$ cat src/rtl/isel_pkg.sv
package isel_pkg;

  localparam int ROW_BITS   = 16;
  localparam int MAX_RANGES = 16;
  localparam int ADDR_BITS  = $clog2(MAX_RANGES);
  localparam int CNT_BITS   = $clog2(MAX_RANGES + 2);
  localparam int POS_BITS   = ROW_BITS + 1;
  localparam int ENT_BITS   = 2 * ROW_BITS;

  typedef enum logic [2:0] {
    CMD_SELECT = 3'd0,
    CMD_TOGGLE = 3'd1,
    CMD_RANGED = 3'd2,
    CMD_CLEAR  = 3'd3,
    CMD_ALL    = 3'd4,
    CMD_QUERY  = 3'd5,
    CMD_READ   = 3'd6,
    CMD_NONE   = 3'd7
  } cmd_t;

  typedef enum logic [1:0] {
    MODE_SCAN   = 2'd0,
    MODE_UNION  = 2'd1,
    MODE_REMOVE = 2'd2
  } mode_t;

endpackage

$ cat src/rtl/isel_ram.sv
module isel_ram #(
  parameter int WIDTH = 32,
  parameter int DEPTH = 16
) (
  input  logic                     clk,
  input  logic                     we,
  input  logic [$clog2(DEPTH)-1:0] waddr,
  input  logic [WIDTH-1:0]         wdata,
  input  logic [$clog2(DEPTH)-1:0] raddr,
  output logic [WIDTH-1:0]         rdata
);

  logic [WIDTH-1:0] mem [DEPTH];

  always_ff @(posedge clk) begin
    if (we) begin
      mem[waddr] <= wdata;
    end
    rdata <= mem[raddr];
  end

endmodule

$ cat src/rtl/interval_selection_set.sv
// Channel   Direction  Handshake               Fields
// command   in         start && !busy          cmd row range_start use_anchor augment
//                                              row_count range_number
// result    out        done (one cycle)        selected range_found range_low range_high
//                                              ranges_in_use current_row changed overflow
//
// Clear, select all, replacing ranged select and read range go straight to the
// finish step. Select, query and augmenting ranged select walk the range table
// once and toggle twice, one entry per cycle through the registered read port
// of the table RAM, pausing on an entry that yields two ranges (ST_PUSH2).
// rst is synchronous; after it the table is empty and no clearing pass runs.
// done is high for exactly one cycle; the receiver cannot stall the block.
module interval_selection_set
  import isel_pkg::*;
(
  input  logic                       clk,
  input  logic                       rst,
  input  logic                       start,
  output logic                       busy,
  input  logic [2:0]                 cmd,
  input  logic [ROW_BITS-1:0]        row,
  input  logic [ROW_BITS-1:0]        range_start,
  input  logic                       use_anchor,
  input  logic                       augment,
  input  logic [ROW_BITS:0]          row_count,
  input  logic [3:0]                 range_number,
  output logic                       done,
  output logic                       selected,
  output logic                       range_found,
  output logic [ROW_BITS-1:0]        range_low,
  output logic [ROW_BITS-1:0]        range_high,
  output logic [4:0]                 ranges_in_use,
  output logic signed [POS_BITS-1:0] current_row,
  output logic                       changed,
  output logic                       overflow
);

  typedef enum logic [3:0] {
    ST_IDLE   = 4'b0001,
    ST_EVAL   = 4'b0010,
    ST_PUSH2  = 4'b0100,
    ST_FINISH = 4'b1000
  } state_t;

  localparam logic [POS_BITS-1:0] NONE = '1;

  state_t                state;
  cmd_t                  cmd_q;
  mode_t                 mode;
  logic [ROW_BITS-1:0]   row_q, s_q;
  logic                  aug_q;
  logic [ROW_BITS:0]     count_q;
  logic [3:0]            rnum_q;
  logic [CNT_BITS-1:0]   idx, wr_cnt, total;
  logic                  hit, single0, placed, bank;
  logic [ROW_BITS-1:0]   acc_lo, acc_hi, p2_lo, p2_hi;
  logic [POS_BITS-1:0]   cur, anchor;

  logic [ENT_BITS-1:0]   q0, q1, q;
  logic [ROW_BITS-1:0]   ent_lo, ent_hi;
  logic [ADDR_BITS-1:0]  rd_addr;
  logic                  last;

  // Walk step results.
  logic                  push_v, need2, hit_n, placed_n;
  logic [ROW_BITS-1:0]   push_lo, push_hi, n2_lo, n2_hi, acc_lo_n, acc_hi_n;

  // Scratch (inactive bank) and active-bank write ports.
  logic                  scr_we, act_we;
  logic [ADDR_BITS-1:0]  scr_addr;
  logic [ENT_BITS-1:0]   scr_data, act_data;

  // Finish step results.
  logic                  restart, fin_sel, fin_found, fin_chg, fin_ovf, commit_ok;
  logic [CNT_BITS-1:0]   fin_total, final_cnt;
  logic [POS_BITS-1:0]   fin_cur, fin_anchor;
  logic                  fin_flip;
  logic [ROW_BITS:0]     limit, clamp;

  // Ranged-select start row, taken from the inputs at acceptance.
  logic [ROW_BITS-1:0]   s_in;

  assign busy   = (state != ST_IDLE);
  assign q      = bank ? q1 : q0;
  assign ent_lo = q[ENT_BITS-1:ROW_BITS];
  assign ent_hi = q[ROW_BITS-1:0];
  assign last   = ((idx + CNT_BITS'(1)) == total);

  always_comb begin
    if (!use_anchor) begin
      s_in = range_start;
    end else if (anchor != NONE) begin
      s_in = anchor[ROW_BITS-1:0];
    end else if (cur != NONE) begin
      s_in = cur[ROW_BITS-1:0];
    end else begin
      s_in = row;
    end
  end

  always_comb begin
    unique case (state)
      ST_IDLE:   rd_addr = (cmd_t'(cmd) == CMD_READ) ? ADDR_BITS'(range_number) : '0;
      ST_FINISH: rd_addr = '0;
      default:   rd_addr = ADDR_BITS'(idx + CNT_BITS'(1));
    endcase
  end

  // One entry of the table against the queried row, the accumulated range or the removed row.
  always_comb begin
    push_v   = 1'b0;
    push_lo  = ent_lo;
    push_hi  = ent_hi;
    need2    = 1'b0;
    n2_lo    = ent_lo;
    n2_hi    = ent_hi;
    acc_lo_n = acc_lo;
    acc_hi_n = acc_hi;
    placed_n = placed;
    hit_n    = hit;
    unique case (mode)
      MODE_SCAN: begin
        if (row_q >= ent_lo && row_q <= ent_hi) begin
          hit_n = 1'b1;
        end
      end
      MODE_UNION: begin
        if ({1'b0, ent_hi} + 1'b1 < {1'b0, acc_lo}) begin
          push_v = 1'b1;
        end else if ({1'b0, ent_lo} > {1'b0, acc_hi} + 1'b1) begin
          push_v = 1'b1;
          if (!placed) begin
            push_lo  = acc_lo;
            push_hi  = acc_hi;
            need2    = 1'b1;
            placed_n = 1'b1;
          end
        end else begin
          if (ent_lo < acc_lo) begin
            acc_lo_n = ent_lo;
          end
          if (ent_hi > acc_hi) begin
            acc_hi_n = ent_hi;
          end
        end
      end
      MODE_REMOVE: begin
        if (row_q < ent_lo || row_q > ent_hi) begin
          push_v = 1'b1;
        end else if (ent_lo == ent_hi) begin
          push_v = 1'b0;
        end else if (row_q == ent_lo) begin
          push_v  = 1'b1;
          push_lo = ent_lo + 1'b1;
        end else if (row_q == ent_hi) begin
          push_v  = 1'b1;
          push_hi = ent_hi - 1'b1;
        end else begin
          push_v  = 1'b1;
          push_hi = row_q - 1'b1;
          need2   = 1'b1;
          n2_lo   = row_q + 1'b1;
        end
      end
      default: begin
      end
    endcase
  end

  assign final_cnt = wr_cnt + CNT_BITS'(mode == MODE_UNION && !placed);
  assign commit_ok = (final_cnt <= CNT_BITS'(MAX_RANGES));
  assign limit     = (ROW_BITS + 1)'(1) << ROW_BITS;
  assign clamp     = (count_q > limit) ? limit : count_q;
  assign restart   = (cmd_q == CMD_TOGGLE) && (mode == MODE_SCAN);

  always_comb begin
    fin_sel    = 1'b0;
    fin_found  = 1'b0;
    fin_chg    = 1'b0;
    fin_ovf    = 1'b0;
    fin_flip   = 1'b0;
    fin_total  = total;
    fin_cur    = cur;
    fin_anchor = anchor;
    act_we     = 1'b0;
    act_data   = {row_q, row_q};
    unique case (cmd_q)
      CMD_SELECT: begin
        fin_anchor = NONE;
        fin_cur    = {1'b0, row_q};
        if (!hit || total > CNT_BITS'(1) || !single0) begin
          act_we    = 1'b1;
          fin_total = CNT_BITS'(1);
          fin_chg   = 1'b1;
        end
      end
      CMD_TOGGLE: begin
        if (commit_ok) begin
          fin_flip   = 1'b1;
          fin_total  = final_cnt;
          fin_anchor = NONE;
          fin_cur    = {1'b0, row_q};
          fin_chg    = 1'b1;
        end else begin
          fin_ovf = 1'b1;
        end
      end
      CMD_RANGED: begin
        if (aug_q && !commit_ok) begin
          fin_ovf = 1'b1;
        end else begin
          if (aug_q) begin
            fin_flip  = 1'b1;
            fin_total = final_cnt;
          end else begin
            act_we    = 1'b1;
            act_data  = {acc_lo, acc_hi};
            fin_total = CNT_BITS'(1);
          end
          fin_anchor = {1'b0, s_q};
          fin_cur    = {1'b0, row_q};
          fin_chg    = 1'b1;
        end
      end
      CMD_CLEAR: begin
        fin_total  = '0;
        fin_anchor = NONE;
        fin_chg    = 1'b1;
      end
      CMD_ALL: begin
        fin_anchor = NONE;
        fin_total  = '0;
        act_data   = {{ROW_BITS{1'b0}}, ROW_BITS'(clamp - 1'b1)};
        if (clamp != '0) begin
          act_we    = 1'b1;
          fin_total = CNT_BITS'(1);
          fin_chg   = 1'b1;
        end
      end
      CMD_QUERY: begin
        fin_sel = hit;
      end
      CMD_READ: begin
        fin_found = (CNT_BITS'(rnum_q) < total);
      end
      default: begin
      end
    endcase
  end

  always_comb begin
    scr_we   = 1'b0;
    scr_data = {push_lo, push_hi};
    if (state == ST_EVAL) begin
      scr_we = push_v;
    end else if (state == ST_PUSH2) begin
      scr_we   = 1'b1;
      scr_data = {p2_lo, p2_hi};
    end else if (state == ST_FINISH && !restart) begin
      scr_we   = (mode == MODE_UNION) && !placed;
      scr_data = {acc_lo, acc_hi};
    end
    if (wr_cnt >= CNT_BITS'(MAX_RANGES)) begin
      scr_we = 1'b0;
    end
    scr_addr = wr_cnt[ADDR_BITS-1:0];
  end

  isel_ram #(.WIDTH(ENT_BITS), .DEPTH(MAX_RANGES)) u_ram0 (
    .clk   (clk),
    .we    (bank ? scr_we : act_we),
    .waddr (bank ? scr_addr : '0),
    .wdata (bank ? scr_data : act_data),
    .raddr (rd_addr),
    .rdata (q0)
  );

  isel_ram #(.WIDTH(ENT_BITS), .DEPTH(MAX_RANGES)) u_ram1 (
    .clk   (clk),
    .we    (bank ? act_we : scr_we),
    .waddr (bank ? '0 : scr_addr),
    .wdata (bank ? act_data : scr_data),
    .raddr (rd_addr),
    .rdata (q1)
  );

  always_ff @(posedge clk) begin
    if (rst) begin
      state  <= ST_IDLE;
      done   <= 1'b0;
      total  <= '0;
      cur    <= NONE;
      anchor <= NONE;
      bank   <= 1'b0;
    end else begin
      done <= 1'b0;
      unique case (state)
        ST_IDLE: begin
          if (start) begin
            cmd_q   <= cmd_t'(cmd);
            row_q   <= row;
            aug_q   <= augment;
            count_q <= row_count;
            rnum_q  <= range_number;
            s_q     <= s_in;
            acc_lo  <= (s_in < row) ? s_in : row;
            acc_hi  <= (s_in < row) ? row : s_in;
            idx     <= '0;
            wr_cnt  <= '0;
            hit     <= 1'b0;
            placed  <= 1'b0;
            mode    <= MODE_SCAN;
            state   <= ST_FINISH;
            unique case (cmd_t'(cmd))
              CMD_SELECT, CMD_TOGGLE, CMD_QUERY: begin
                if (total != '0) begin
                  state <= ST_EVAL;
                end
              end
              CMD_RANGED: begin
                if (augment) begin
                  mode <= MODE_UNION;
                  if (total != '0) begin
                    state <= ST_EVAL;
                  end
                end
              end
              default: begin
              end
            endcase
          end
        end
        ST_EVAL: begin
          if (idx == '0) begin
            single0 <= (ent_lo == ent_hi);
          end
          hit    <= hit_n;
          placed <= placed_n;
          acc_lo <= acc_lo_n;
          acc_hi <= acc_hi_n;
          p2_lo  <= n2_lo;
          p2_hi  <= n2_hi;
          if (push_v) begin
            wr_cnt <= wr_cnt + 1'b1;
          end
          if (need2) begin
            state <= ST_PUSH2;
          end else if (last) begin
            state <= ST_FINISH;
          end else begin
            idx <= idx + 1'b1;
          end
        end
        ST_PUSH2: begin
          wr_cnt <= wr_cnt + 1'b1;
          if (last) begin
            state <= ST_FINISH;
          end else begin
            idx   <= idx + 1'b1;
            state <= ST_EVAL;
          end
        end
        ST_FINISH: begin
          if (restart) begin
            // Membership is known; now build the new table into the other bank.
            mode   <= hit ? MODE_REMOVE : MODE_UNION;
            acc_lo <= row_q;
            acc_hi <= row_q;
            placed <= 1'b0;
            wr_cnt <= '0;
            idx    <= '0;
            state  <= (total == '0) ? ST_FINISH : ST_EVAL;
          end else begin
            total         <= fin_total;
            cur           <= fin_cur;
            anchor        <= fin_anchor;
            bank          <= bank ^ fin_flip;
            done          <= 1'b1;
            selected      <= fin_sel;
            range_found   <= fin_found;
            range_low     <= fin_found ? ent_lo : '0;
            range_high    <= fin_found ? ent_hi : '0;
            ranges_in_use <= 5'(fin_total);
            current_row   <= fin_cur;
            changed       <= fin_chg;
            overflow      <= fin_ovf;
            state         <= ST_IDLE;
          end
        end
        default: begin
          state <= ST_IDLE;
        end
      endcase
    end
  end

endmodule

$ cat config.mk
export PLATFORM = sky130hd
export DESIGN_NAME = interval_selection_set
export DESIGN_NICKNAME = d
export VERILOG_FILES = /design/src/rtl/isel_pkg.sv /design/src/rtl/isel_ram.sv /design/src/rtl/interval_selection_set.sv
export SDC_FILE = /design/constraint.sdc
export NUM_CORES = 2
export LEC_CHECK = 0
export BUFFER_PORTS_ARGS = -buffer_cell sky130_fd_sc_hd__buf_2
export CORE_AREA = 2 2 475 241
export CTS_CLUSTER_DIAMETER = 30
export CTS_CLUSTER_SIZE = 24
export DETAILED_ROUTE_END_ITERATION = 7
export DIE_AREA = 0 0 477 243
export PLACE_DENSITY = 0.75
export SYNTH_ARGS = -nofsm -noshare
export SYNTH_HDL_FRONTEND = slang
export SYNTH_SLANG_ARGS = --single-unit
$ cat constraint.sdc
create_clock -name clk -period 7.2 [get_ports clk]
set_input_delay 0.72 -clock clk [delete_from_list [all_inputs] [get_ports clk]]
set_output_delay 0.72 -clock clk [all_outputs]
set_load 0.01 [all_outputs]
# Yosys cells after proc, flatten, opt, wreduce, memory -nomap -nowiden
# Memories as Yosys holds them, arrays and structs flattened. A register that Yosys moved wholly into a read port is not among the register bits.
# Cells that the tools add are included.
# totals
reg_bits	239
latchBits	0
mem_bits_rw	1024
mem_bits_ro	0
in_bits	61
output_inout_bits	60
memories	2
# memory_table
name	depth	width	rd	rd_ports_with_merged_regs	wr	line	source
u_ram0.mem	16	32	1	1	1	isel_ram.sv:13	logic [WIDTH-1:0] mem [DEPTH];
u_ram1.mem	16	32	1	1	1	isel_ram.sv:13	
# classes
addsub	10
multipliers	0
div_mod_pow	0
order_cmp	14
n_eq_ne	38
n_shift	0
n_mux	135
bitwise	4
reduce_logical	42
# op_table
op	n
16-bit two-way mux	34
32-bit two-way mux	8
17-bit one-hot mux with 3 select lines	2
16-bit one-hot mux with 3 select lines	2
17-bit two-way mux	5
16-bit one-hot mux with 2 select lines	2
32-bit one-hot mux with 2 select lines	1
16-bit == test	3
16-bit less-than comparator	3
16-bit by 1-bit subtractor with 16-bit output (second input constant)	3
5-bit two-way mux	9
4-bit two-way mux	11
1-bit two-way mux	43
5-bit one-hot mux with 4 select lines	2
16-bit by 1-bit adder with 17-bit output (second input constant)	2
17-bit != test (second input constant)	2
16-bit by 1-bit adder with 16-bit output (second input constant)	2
16-bit > comparator	2
2-bit != test (second input constant)	13
5-bit one-hot mux with 5 select lines	1
5-bit AND reduction	4
16-bit by 17-bit > comparator with 1-bit output	1
17-bit > comparator (second input constant)	1
17-bit by 16-bit less-than comparator with 1-bit output	1
other kinds (48)	86

# Logic depth before layout (Yosys ltp)
# depth
depth_word	11
mapped_depth	24

# Hierarchy
# A second synthesis with hierarchy kept.
# hier_totals
hier_cells	3778
area_unflattened_um2	58396.0
# by_module_without_submodules
module	n_inst	cells_each	area_each_um2	seq_area_each_um2
isel_ram at u_ram0	1	838	19854.0	16015.4
isel_ram at u_ram1	1	838	19835.3	16015.4
interval_selection_set	1	2102	18706.7	6726.5

# Worst setup path after synthesis
# No wires, ideal clock.
# synth_timing
path_kind	register to register
from	reg bank
to	mem u_ram0.mem[0][0], enable pin
t_arrival_ns	7.377
slack_ns	-0.688
stages_incl_launch_ff	24
path_cell_list	dfxtp_1 buf_6 buf_12 buf_8 buf_6 buf_4 mux2i_1 inv_1 ha_1 nand4b_1 a22oi_1 nand3_1 nor3_1 xnor2_1 ha_1 a21o_1 a21oi_1 o21a_1 nand4_1 o21ai_0 a221o_1 nand4bb_1 buf_2 o41ai_1
# synth_between
elab_chain_len	10
word_cells_on_any_way	19
classes_between	add/sub (1); order compare (4); eq/ne (1); mux (12); reduce/logical (1)
# synth_rtl
element	line	source
from (decl)	interval_selection_set.sv:55	logic hit, single0, placed, bank;
from (signal assigned)	interval_selection_set.sv:377	bank <= bank ^ fin_flip;
32-bit two-way mux	interval_selection_set.sv:84	assign q = bank ? q1 : q0;
16-bit by 1-bit adder with 17-bit output (tied with other cells)	interval_selection_set.sv:128	if ({1'b0, ent_hi} + 1'b1 < {1'b0, acc_lo}) begin
17-bit by 16-bit less-than comparator with 1-bit output (tied with other cells)	interval_selection_set.sv:128	
1-bit two-way mux (on tied branches)	interval_selection_set.sv:128, interval_selection_set.sv:148	
1-bit one-hot mux with 2 select lines	interval_selection_set.sv:121	unique case (mode)
1-bit two-way mux	interval_selection_set.sv:254	if (state == ST_EVAL) begin
1-bit two-way mux	interval_selection_set.sv:263	if (wr_cnt >= CNT_BITS'(MAX_RANGES)) begin
1-bit two-way mux	interval_selection_set.sv:271	.we (bank ? scr_we : act_we),
1-bit two-way mux	isel_ram.sv:16	if (we) begin
1-bit two-way mux (implied by the code)	isel_ram.sv:17	mem[waddr] <= wdata;
to (decl)	isel_ram.sv:13	
# Parallel ways exist; a longest one is shown, timed or not.

# Worst setup path in the final report
# layout_timing
from	reg bank
to	mem u_ram1.mem[5][18] (data pin)
# layout_between
elab_chain_len	10
word_cells_on_any_way	21
classes_between	add/sub (2); order compare (4); eq/ne (2); mux (12); reduce/logical (1)
# layout_rtl
element	line	source
branches (longest 9 deep; another with 16-bit by 1-bit adder with 17-bit output)	n/a	
32-bit two-way mux (*)	interval_selection_set.sv:282	.wdata (bank ? act_data : scr_data),
net u_ram1.wdata[18]	isel_ram.sv:8	input logic [WIDTH-1:0] wdata,
to (decl)	isel_ram.sv:13	
# Mark *: on every way through the listed nets, which the timed path passes.

==> key figures <==
Timing
  – Clk_skew: 0.0488 ns
  – Final max-slew violation count: 4
  – Final min period: 7.04 ns
  – Peak Freq: 0.142 GHz
  – Post-route setup slack: 0.160 ns
  – Unrepaired setup endpoints after global routing: no
  – Least-Margin Pin Slew: 1.50 ns
  – Final setup fails: 0
  – Worst slew margin: -0.00602
  – Tcrit/Tclk final: 0.978
  – Final hold viol count: 0
  – Total negative setup slack: 0 ns

Route
  – Total number of vias: 46929
  – Vias per inst: 6.81
  – WL/cell: 32.8 µm
  – Routed Wire Length: 226000 µm
  – DRC viols: 1
  – TritonRoute pass-1 iters: 8
  – DR iter-0 viols: 8075
  – Post-route ant nets: 0

Synthesis
  – Seq/Total Area, Yosys: 0.634
  – Area contributors post-synth: edfxtp_1 60%, nand2_1 4.7%, a211oi_1 4.2%, dfxtp_1 3.6%, and2_1 2.6%
  – Biggest area consumer among synthesized cells: edfxtp_1
  – Mux contribution to synthesized area: 0.0200
  – Post-synth EDFFs: 1218
  – Adder-Cell Fraction of Synth Area: 0.0258
  – Most common cell in the netlist: edfxtp_1
  – Top FF cell, synth: edfxtp_1
  – Netlist cell types: 98
  – Top cell type's share of synthesized area: 0.598
  – Synth Area in XOR/XNOR: 0.0148
  – Synth Area in Simple Gates: 0.125
  – Largest family of logic cells by synthesized area: compound AO/OA/AOI/OAI gates
  – Synth Register Bits: 1327
  – Leading cell types by count after synthesis: 1218 x edfxtp_1, 770 x nand2_1, 342 x a211oi_1
  – Synthesized cell area: 61100 µm²
  – Gate Count Post-Synth: 5080
  – Yosys Warn Count: 0
  – Mapped Nets: 5267
  – Mean post-synth cell area: 12.0 µm²
  – Post-synth ARST share: 0
  – Compound-Gate Fraction of Synth Area: 0.150

Clock tree
  – CTS clk-pin slew, worst paths: 0.06 ns
  – Clock sinks: 1327
  – Post-CTS Resized: 0
  – Post-CTS Repair Setup Buffers: 0
  – Max Buffers Root-to-Sink: 3
  – Total CTS buffers: 147
  – Clock latency on the worst-skew pair: 0.79 ns
  – Post-CTS Hold Buffers: 0
  – CTS tree: done
  – Clk root buf: clkbuf_16
  – H-tree lvl count: 4

Setup path
  – Reg-to-reg endpoint: u_ram1.mem[5][18]$_DFFE_PP_
  – Critical Path Start Type: flop
  – Worst reg2reg path startpoint: bank$_SDFFE_PP0P_
  – R2R setup slack: 0.16 ns
  – Critical path startpoint: bank$_SDFFE_PP0P_
  – Setup crit end: u_ram1.mem[5][18]$_DFFE_PP_
  – Setup CP Type: reg -> reg
  – WP data arrival: 7.39 ns
  – R2R cell count: 19
  – Worst Path Required: 7.55 ns
  – Crit path max fanout: 44
  – Crit. End Element: flop

Flow run
  – Max_cap viols: 1

Placement
  – Placed insts: 6609
  – Post-DP HPWL: 156000 µm
  – Pre-CTS setup slack: 0.630 ns
  – Port Buffer Count: 120
  – Dpl cell area: 65000 µm²
  – Final GP Congestion: 1.19

Finish
  – Nets@finish: 5432
  – Area growth syn-to-layout: 15.0%
  – Layout cell share with drive strength beyond 1: 0.142
  – Finished Layout Cells: 6889
  – Cell area after layout: 70300 µm²
  – Final Util: 0.629

Global route
  – GRT Overall Usage: 0.383
  – Initial antenna violation count: 9
  – First-pass GRT wire length: 316000 µm
  – Vias in the first global route: 42360
  – Largest net degree at the start of global routing: 182
  – GRT Residual Overflow: 0

Min path
  – Hold Path Class: in -> reg

Power and ir drop
  – Pwr dens: 415 nW/µm²
  – Maximum VDD drop: 0.282 mV
  – Leak pwr: 23.9 nW

Floorplanning
  – Initial Util: 0.547
  – IO Count: 121
  – Site Rows: 87
  – DIE AREA: 116000 µm²
  – Die Ht: 243 µm
  – CORE AREA: 112000 µm²
  – Die width: 477 µm

Run status
  – Failing checks: design-rule violations, max-capacitance violations, max-slew violations
  – Outcome: finished with violations
[logic make-up (layout without fill, tap and decap cells)]
family / count (synthesis) / in the layout
muxes: 115 / 115
buffers and inverters: 471 / 760
and+or+nand+nor: 1628 / 1628
adders and majority gates: 126 / 126
other: 0 / 7
xor gates and xnor gates: 103 / 103
DFF: 1327 / 1327
AOI/OAI and AO/OA: 1310 / 1310
[layout make-up]
class	count	area, µm²
Sequential cell	1327	38800
Tap cell	1513	1890
Multi-Input combinational cell	3282	20900
Clock buffer	159	3800
Timing Repair Buffer	371	2970
Fill cell	8447	41500
Antenna cell	7	17.5
Inverter	116	435
Clock inverter	114	1490
[worst max-delay path, cell delays in order (launching register included)]
cell,delay [ns]
dfxtp_4,0.76
mux2i_2,0.15
inv_1,0.37
ha_1,0.30
nand4_1,0.14
a22oi_1,0.23
buf_4,0.21
nand3_1,0.19
nor3_1,0.22
xnor2_1,0.09
ha_1,0.30
nand3_1,0.13
nor3_1,0.38
o311ai_0,0.30
and4_1,0.43
nor3_4,0.29
buf_12,0.27
mux2i_1,0.13
o41ai_2,0.99
o21ai_1,0.61
[worst min path at each step]
stage               cells past startpoint                    start                      end
floorplan                               2  anchor[16]$_SDFFE_PP1P_  anchor[16]$_SDFFE_PP1P_
global placement                        2  anchor[16]$_SDFFE_PP1P_  anchor[16]$_SDFFE_PP1P_
detailed placement                      2  anchor[16]$_SDFFE_PP1P_  anchor[16]$_SDFFE_PP1P_
CTS                                     1             row_count[0]     count_q[0]$_DFFE_PP_
global route                            1             row_count[3]     count_q[3]$_DFFE_PP_
finish                                  1             row_count[0]     count_q[0]$_DFFE_PP_
[state kept, by name (all words and copies together) (netlist names), 17 cells and up]
signal,cells
u_ram1.rdata,32
u_ram1.mem,512
current_row,17
u_ram0.mem,512
u_ram0.rdata,32
anchor,17
cur,17
count_q,17
[cell usage in the layout (no fill, tap or decap), drive strengths merged, types with 149 or more instances in the layout]
cell type  Yosys  layout
edfxtp      1218    1218
nand2        770     770
a211oi       345     345
clkbuf       290     159
and2         268     268
buf           65     371
inv          112     149
nor2         232     232
a21oi        260     260
a31oi        159     159
[per-stage QoR]
| stage | hold slack (ns) | total power, mW |
|---|---|---|
| floorplan | 0.440 | 16.0 |
| global placement | 0.451 | 20.4 |
| detailed placement | 0.461 | 20.4 |
| CTS | 0.0675 | 28.4 |
| global route | 0.0965 | 29.8 |
| finish | 0.111 | 29.1 |
[power breakdown]
group          internal, mW  switching, mW
clock                  4.55           3.52
sequential             9.68          0.881
combinational          3.05           7.46
total                  17.3           11.9
[layer usage]
metal,vias to the layer above,GRT usage,share of wire
li1,19737,-,-
met1,23090,0.578,0.42
met2,3671,0.451,0.36
met3,409,0.221,0.19
met4,22,0.0933,0.023
met5,-,0.0756,0.0047
No activity file was read; power rests on OpenSTA's default activity.
